===== src/design/assert_macros.svh =====
// Assertion macros included by the frame receiver core.
`ifndef ASSERT_MACROS_SVH
`define ASSERT_MACROS_SVH
`ifndef SYNTHESIS
`define ASSERT_IMPLIES(label, clk, rst_n, ante, cons) \
	label: assert property (@(posedge clk) disable iff (!rst_n) (ante) |-> (cons)) \
		else $error("assertion failed");
`define ASSERT_NEXT(label, clk, rst_n, ante, cons) \
	label: assert property (@(posedge clk) disable iff (!rst_n) (ante) |=> (cons)) \
		else $error("assertion failed");
`else
`define ASSERT_IMPLIES(label, clk, rst_n, ante, cons)
`define ASSERT_NEXT(label, clk, rst_n, ante, cons)
`endif
`endif


===== src/design/srxl_pkg.sv =====
// Types and constants of the SRXL frame receiver.
`default_nettype none
package srxl_pkg;

	localparam int MAX_CHANNELS = 16;
	localparam int IDX_W = $clog2(MAX_CHANNELS);
	localparam int CNT_W = $clog2(MAX_CHANNELS + 1);
	localparam int CFG_W = 8;
	localparam int CFG_IDX_W = 1;

	localparam logic [7:0] HDR_SHORT = 8'hA1;
	localparam logic [7:0] HDR_LONG = 8'hA2;
	localparam logic [CNT_W-1:0] SHORT_COUNT = CNT_W'(12);
	localparam logic [CNT_W-1:0] LONG_COUNT = CNT_W'(16);
	localparam logic [7:0] TIMEOUT_RESET = 8'd5;
	localparam logic [4:0] MIN_CH_RESET = 5'd12;

	localparam logic [CFG_IDX_W-1:0] REG_TIMEOUT = 1'b0;
	localparam logic [CFG_IDX_W-1:0] REG_MIN_CH = 1'b1;

	localparam logic REQ_BYTE = 1'b0;
	localparam logic REQ_TICK = 1'b1;

	typedef struct packed {
		logic       req_type;
		logic [7:0] rx_byte;
	} in_item_t;

	typedef struct packed {
		logic [3:0]  channel_index;
		logic [15:0] channel_value;
		logic        frame_is_short;
		logic        seen_short_frame;
		logic        last;
	} out_item_t;

endpackage
`default_nettype wire


===== src/design/srxl_frame_receiver_core.sv =====
// SRXL frame receiver: byte parser, channel store and result emitter.
// The parser takes an input item whenever no emission is in progress; the first
// result of a frame passes the emit flag, the read stage and the output register
// after the second CRC byte is taken. A new store read issues only when no read is
// pending and the output register is free; input stalls until the last store read issues.
// Reset clears all control state at once; the channel store reads as zero
// through per-entry valid bits, so no clearing pass follows reset.
`default_nettype none
`include "assert_macros.svh"
module srxl_frame_receiver_core
	import srxl_pkg::*;
(
	input  wire                        clk,
	input  wire                        arst_n,
	input  wire                        in_valid,
	output logic                       in_stall,
	input  in_item_t                   in_data,
	output logic                       out_valid,
	input  wire                        out_stall,
	output out_item_t                  out_data,
	input  wire                        cfg_we,
	input  wire  [CFG_IDX_W-1:0]       cfg_index,
	input  wire  [CFG_W-1:0]           cfg_data
);

	typedef enum logic [2:0] {
		PH_IDLE,
		PH_DATA12,
		PH_DATA16,
		PH_CRC1,
		PH_CRC2
	} phase_t;

	phase_t                 phase_q;
	logic [CNT_W-1:0]       cnt_q;
	logic                   half_q;
	logic [7:0]             held_q;
	logic [7:0]             quiet_q;
	logic                   short_seen_q;
	logic                   short_kind_q;
	logic [7:0]             timeout_q;
	logic [4:0]             min_ch_q;
	logic [MAX_CHANNELS-1:0] valid_q;

	logic                   emit_q;
	logic [CNT_W-1:0]       emit_idx_q;
	logic [CNT_W-1:0]       emit_n_q;
	logic                   emit_kind_q;
	logic                   emit_seen_q;

	logic                   rd_pend_s1;
	logic [CNT_W-1:0]       rd_idx_s1;
	logic                   rd_last_s1;
	logic                   rd_ok_s1;
	logic [15:0]            rd_data_s1;

	logic                   out_valid_q;
	out_item_t              out_q;

	logic [15:0]            store [MAX_CHANNELS];

	logic                   in_acc;
	logic                   is_byte;
	logic                   wr_en;
	logic [IDX_W-1:0]       wr_addr;
	logic [CNT_W-1:0]       cnt_inc;
	logic [7:0]             quiet_inc;
	logic [CNT_W-1:0]       min_ext;
	logic [CNT_W-1:0]       cnt_max;
	logic [CNT_W-1:0]       emit_n;
	logic                   rd_go;
	logic [CNT_W-1:0]       emit_idx_inc;
	logic                   rd_last;

	assign in_stall  = emit_q;
	assign in_acc    = in_valid && !in_stall;
	assign is_byte   = (in_data.req_type == REQ_BYTE);
	assign cnt_inc   = cnt_q + CNT_W'(1);
	assign quiet_inc = (quiet_q == 8'hFF) ? quiet_q : quiet_q + 8'd1;

	// Write a channel word on the low byte of a pair
	assign wr_en   = in_acc && is_byte && half_q
		&& (phase_q == PH_DATA12 || phase_q == PH_DATA16);
	assign wr_addr = cnt_q[IDX_W-1:0];

	// Emit count: larger of frame count and minimum, capped at the store depth
	assign min_ext = CNT_W'(min_ch_q);
	assign cnt_max = (cnt_q > min_ext) ? cnt_q : min_ext;
	assign emit_n  = (cnt_max > CNT_W'(MAX_CHANNELS)) ? CNT_W'(MAX_CHANNELS) : cnt_max;

	// Issue a store read when the output register is free at the next edge
	assign rd_go        = emit_q && !rd_pend_s1 && (!out_valid_q || !out_stall);
	assign emit_idx_inc = emit_idx_q + CNT_W'(1);
	assign rd_last      = (emit_idx_inc == emit_n_q);

	// Channel store: one write port, one registered read port
	always_ff @(posedge clk) begin
		if (wr_en) begin
			store[wr_addr] <= {held_q, in_data.rx_byte};
		end
		rd_data_s1 <= store[emit_idx_q[IDX_W-1:0]];
	end

	// Hold the high byte of a channel word until its low byte arrives
	always_ff @(posedge clk) begin
		if (in_acc && is_byte && !half_q
			&& (phase_q == PH_DATA12 || phase_q == PH_DATA16)) begin
			held_q <= in_data.rx_byte;
		end
	end

	// Parser, configuration and emission control
	always_ff @(posedge clk or negedge arst_n) begin
		if (!arst_n) begin
			phase_q      <= PH_IDLE;
			cnt_q        <= '0;
			half_q       <= 1'b0;
			quiet_q      <= '0;
			short_seen_q <= 1'b0;
			short_kind_q <= 1'b0;
			timeout_q    <= TIMEOUT_RESET;
			min_ch_q     <= MIN_CH_RESET;
			valid_q      <= '0;
			emit_q       <= 1'b0;
			emit_idx_q   <= '0;
			emit_n_q     <= '0;
			emit_kind_q  <= 1'b0;
			emit_seen_q  <= 1'b0;
			rd_pend_s1   <= 1'b0;
			rd_idx_s1    <= '0;
			rd_last_s1   <= 1'b0;
			rd_ok_s1     <= 1'b0;
		end else begin
			// take configuration writes
			if (cfg_we) begin
				case (cfg_index)
					REG_TIMEOUT: timeout_q <= cfg_data;
					REG_MIN_CH:  min_ch_q  <= cfg_data[4:0];
					default: ;
				endcase
			end

			// advance the parser on each accepted item
			if (in_acc) begin
				if (!is_byte) begin
					quiet_q <= quiet_inc;
					if (phase_q != PH_IDLE && quiet_inc > timeout_q) begin
						phase_q <= PH_IDLE;
					end
				end else begin
					quiet_q <= '0;
					case (phase_q)
						PH_DATA12, PH_DATA16: begin
							if (phase_q == PH_DATA12) begin
								short_seen_q <= 1'b1;
							end
							if (!half_q) begin
								half_q <= 1'b1;
							end else begin
								valid_q[wr_addr] <= 1'b1;
								cnt_q  <= cnt_inc;
								half_q <= 1'b0;
								if ((phase_q == PH_DATA12 && cnt_inc == SHORT_COUNT)
									|| cnt_inc == LONG_COUNT) begin
									phase_q <= PH_CRC1;
								end
							end
						end
						PH_CRC1: begin
							phase_q <= PH_CRC2;
						end
						PH_CRC2: begin
							phase_q     <= PH_IDLE;
							emit_q      <= 1'b1;
							emit_idx_q  <= '0;
							emit_n_q    <= emit_n;
							emit_kind_q <= short_kind_q;
							emit_seen_q <= short_seen_q;
						end
						default: begin
							if (in_data.rx_byte == HDR_SHORT) begin
								phase_q      <= PH_DATA12;
								short_kind_q <= 1'b1;
							end else if (in_data.rx_byte == HDR_LONG) begin
								phase_q      <= PH_DATA16;
								short_kind_q <= 1'b0;
							end else begin
								phase_q <= PH_IDLE;
							end
							cnt_q  <= '0;
							half_q <= 1'b0;
						end
					endcase
				end
			end

			// step the emission through the store
			rd_pend_s1 <= rd_go;
			if (rd_go) begin
				rd_idx_s1  <= emit_idx_q;
				rd_last_s1 <= rd_last;
				rd_ok_s1   <= valid_q[emit_idx_q[IDX_W-1:0]];
				emit_idx_q <= emit_idx_inc;
				if (rd_last) begin
					emit_q <= 1'b0;
				end
			end
		end
	end

	// Output register: load from a returning read, drop when taken
	always_ff @(posedge clk or negedge arst_n) begin
		if (!arst_n) begin
			out_valid_q <= 1'b0;
		end else if (rd_pend_s1) begin
			out_valid_q <= 1'b1;
		end else if (out_valid_q && !out_stall) begin
			out_valid_q <= 1'b0;
		end
	end

	always_ff @(posedge clk) begin
		if (rd_pend_s1) begin
			out_q.channel_index    <= rd_idx_s1[3:0];
			out_q.channel_value    <= rd_ok_s1 ? rd_data_s1 : 16'h0000;
			out_q.frame_is_short   <= emit_kind_q;
			out_q.seen_short_frame <= emit_seen_q;
			out_q.last             <= rd_last_s1;
		end
	end

	assign out_valid = out_valid_q;
	assign out_data  = out_q;

	`ASSERT_IMPLIES(a_emit_in_idle, clk, arst_n, emit_q, phase_q == PH_IDLE)
	`ASSERT_IMPLIES(a_read_into_free_reg, clk, arst_n, rd_pend_s1, !out_valid_q)
	`ASSERT_IMPLIES(a_count_in_range, clk, arst_n, 1'b1, cnt_q <= CNT_W'(MAX_CHANNELS))
	`ASSERT_NEXT(a_last_ends_emit, clk, arst_n, rd_go && rd_last, !emit_q)

endmodule
`default_nettype wire


===== config.mk =====
export PLATFORM = sky130hd
export DESIGN_NAME = srxl_frame_receiver_core
export DESIGN_NICKNAME = d
export VERILOG_FILES = /design/src/design/srxl_pkg.sv /design/src/design/srxl_frame_receiver_core.sv
export VERILOG_INCLUDE_DIRS = /design/src /design/src/design
export SDC_FILE = /design/constraint.sdc
export NUM_CORES = 1
export LEC_CHECK = 0
export BUFFER_PORTS_ARGS = -buffer_cell sky130_fd_sc_hd__buf_2
export CELL_PAD_IN_SITES_DETAIL_PLACEMENT = 0
export CELL_PAD_IN_SITES_GLOBAL_PLACEMENT = 2
export CORE_ASPECT_RATIO = 0.7
export CORE_UTILIZATION = 46
export CTS_CLUSTER_DIAMETER = 60
export DETAILED_ROUTE_END_ITERATION = 8
export PLACE_DENSITY_LB_ADDON = 0.1
export SYNTH_ARGS = -nofsm -noshare
export SYNTH_HDL_FRONTEND = slang
export SYNTH_SLANG_ARGS = --single-unit

===== constraint.sdc =====
create_clock -name clk -period 3.9 [get_ports clk]
set_clock_uncertainty 0.2 [all_clocks]
set_input_delay 0.585 -clock clk [delete_from_list [all_inputs] [get_ports clk]]
set_output_delay 0.585 -clock clk [all_outputs]
set_load 0.02 [all_outputs]

==> impl_metrics.csv <==
group,metric,value,unit
drt,avgRoutedWirePerCell,22.8,microns
global_route,grt.overflow.total,0,
clocking,clock_latency,0.54,ns
die,die-area,33200,sq um
cells_and_area,final_cells,1466,
critical_path,critPathArrivalTime,3.80,ns
drt,first_pass_iters,5,
synth,avgSynthCellArea,15.9,sq um
global_route,grt_pass1_wl,51400,microns
die,die_h,153,microns
global_route,track_usage,20.8,%
power,p_seq_share,46.0,%
timing,min_period,3.57,ns
status,status,"completed",
clocking,cts_sinks,372,
cells_and_area,area_growth,14.4,%
place,io_buffers,47,
cells_and_area,layout.nets,1060,
timing,tightestPinTransition,0.898,ns
critical_path,crit_path_end_kind,"flip-flop",
place,pre_cts_slack,0.384,ns
place,hpwl,21400,microns
clocking,cts-root-buf,"clkbuf_16",
cells_and_area,stdcell_area,17100,sq um
synth,synth_top_area_share,57.8,%
clocking,htreeDepth,2,
clocking,tritoncts,"built",
cells_and_area,layout-drive-gt1-share,21.7,%
critical_path,start_kind,"flip-flop",
synth,syn_area,14900,sq um
timing,slew_headroom,40.0,%
synth,netlist_instances,941,
synth,synth-seq-cells,372,
timing,tns,0,ns
place,dp.cells,1397,
synth,yosys_warnings,0,
critical_path,worstPathRequired,4.13,ns
power,ir_drop,362,uV
timing,rsz0062_at_grt,"no",
critical_path,reg2regPathDepth,13,
timing,holdWs,0.0636,ns
hold_path,whs_path_depth,3,
power,clockPowerShare,31.9,%
synth,synthDistinctLibCells,53,
drt,post-route-drc-count,0,
synth,synth_most_common_cell,"edfxtp_1",
synth,syn_nets,984,
clocking,cts_made_buffers,37,
power,p_switching,3.30,mW
power,pwr-share-comb,22.1,%
critical_path,critPathKind,"flip-flop to flip-flop",
timing,finalWorstSetupSlack,0.332,ns
drt,drtIter0Drc,719,
synth,synthFlopType,"edfxtp_1",
hold_path,hold_start,"cfg_data[5]",
job,maxCapViolations,0,
critical_path,rr_startpoint,"quiet_q[0]",
synth,synth_common_cells,"edfxtp_1, nand2_1, dfrtp_1",
die,initial_utilization,47.3,%
die,num_rows,54,
die,io_pins,48,
critical_path,crit_path_start,"quiet_q[0]",
power,leakage,6.26,nW
timing,drv_slew,0,
synth,synth_area_leaders,"edfxtp_1, dfrtp_1, mux4_2",
place,dpl_cell_area,15800,sq um
synth,synth-edff-count,287,
global_route,grt_pass1_vias,8347,
power,p_int,7.98,mW
synth,async_flop_share,18.5,%
clocking,clockBufferDepth,3,
drt,via_per_inst,5.57,
timing,final-hold-violation-count,0,
clocking,cts_resized,0,
timing,period_share,91.5,%
critical_path,crit_fanout,7,
die,core-area,31600,sq um
global_route,antenna_found_initial,1,
clocking,path_clk_slew,0.06,ns
synth,yosysTopAreaCell,"edfxtp_1",
timing,fmaxAchievable,280,MHz
drt,vias,8167,
cells_and_area,diodes,0,
hold_path,hold_class,"input port to flip-flop",
timing,setup_viol,0,
global_route,grt_max_degree,52,
power,powerDensity,660,nW/um^2
drt,ant_nets,0,
power,switching_share,29.2,%
drt,drt-total-wl,33400,microns
synth,ys_seq_area_share,71.5,%
die,fp.dieW,217,microns
place,gp_congestion,0.771,
[through the flow]
step / util, % / power (mW)
2_1_floorplan: - / 6.90
3_3_place_gp: 50.1 / 7.71
3_5_place_dp: 50.1 / 7.77
4_1_cts: 54.1 / 11.4
5_1_grt: 54.1 / 11.8
6_report: 54.1 / 11.3
[repair_timing]
item	in CTS	in global routing
setup buffers	0	0
endpoints found under the hold margin	17	0
hold buffers	1	0
[cell usage in the layout, fill, tap and decap left out, types with 10 or more instances in the layout]
master       n
nand2_1     77
inv_1       18
dfxtp_1     16
nor2_1      37
a22oi_1     16
ha_1        20
and2_1      16
o21ai_0     50
clkbuf_16   38
or2_2       16
buf_4       34
nand3_1     15
edfxtp_1   287
mux2i_1     60
mux4_2      37
buf_2       47
a221oi_1    17
a21oi_1     28
dfrtp_1     63
xnor2_1     10
mux2_2      22
[kinds of logic after synthesis]
logic type      Yosys count  synth area share (%)
compound gates          143                  6.15
mux                     119                  11.3
xor+xnor                 17                 0.998
flops                   372                  71.5
fa+ha+maj                21                  1.74
buf+inv                  66                  1.79
simple gates            203                  6.53
[routing by layer]
metal / up-vias / track usage, % / share of wire [%]
li1: 3743 / - / -
met1: 4144 / 32.2 / 48
met2: 241 / 29.9 / 43
met3: 39 / 4.61 / 7.2
met4: 0 / 4.80 / 1.4
met5: - / 0 / 0
[layout make-up]
class / instances / area (sq um)
sequential: 372 / 10700
clock buffer: 51 / 1070
timing repair buffer: 84 / 541
fill: 2482 / 14500
clock inverter: 17 / 186
multi-input combinational: 503 / 4010
inverter: 19 / 71.3
tap: 420 / 526
[flip-flops by register name, indices dropped and copies added (netlist names)]
name	flops
rd_idx_s1	4
out_valid	1
half_q	1
timeout_q	8
emit_idx_q	5
min_ch_q	5
held_q	8
emit_seen_q	1
emit_kind_q	1
emit_n_q	5
short_kind_q	1
out_data	23
store	256
rd_data_s1	16
in_stall	1
valid_q	16
rd_ok_s1	1
rd_pend_s1	1
short_seen_q	1
cnt_q	5
phase_q	3
quiet_q	8
rd_last_s1	1
[path summary, 6_finish.rpt]
check | endpoint | slack, ns
worst max-delay path | phase_q[0] | 0.33
worst min-delay path | timeout_q[5] | 0.06
worst max register to register | phase_q[0] | 0.33
worst min register to register | out_data[22] | 0.25
max in group asynchronous | emit_idx_q[0] | 2.07
min in group asynchronous | quiet_q[6] | 0.33
[power groups by stage]
stage          Clock [mW]  Sequential, mW  Combinational (mW)
2_1_floorplan           0            5.10                1.80
3_3_place_gp            0            5.25                2.46
3_5_place_dp            0            5.27                2.50
4_1_cts              3.69            5.19                2.51
5_1_grt              3.84            5.24                2.72
6_report             3.60            5.18                2.49
[worst max-delay path, stage by stage (launching register included)]
cell,delay (ns)
dfrtp_1,0.44
ha_1,0.27
nand2_1,0.13
or3_1,0.45
nand2b_1,0.20
nor2_1,0.09
xor2_1,0.16
ha_1,0.31
nand4_1,0.13
a21oi_1,0.14
a2111oi_0,0.08
a2111o_1,0.45
o21a_1,0.21
o31ai_1,0.20
(Power assumes the default switching activity.)
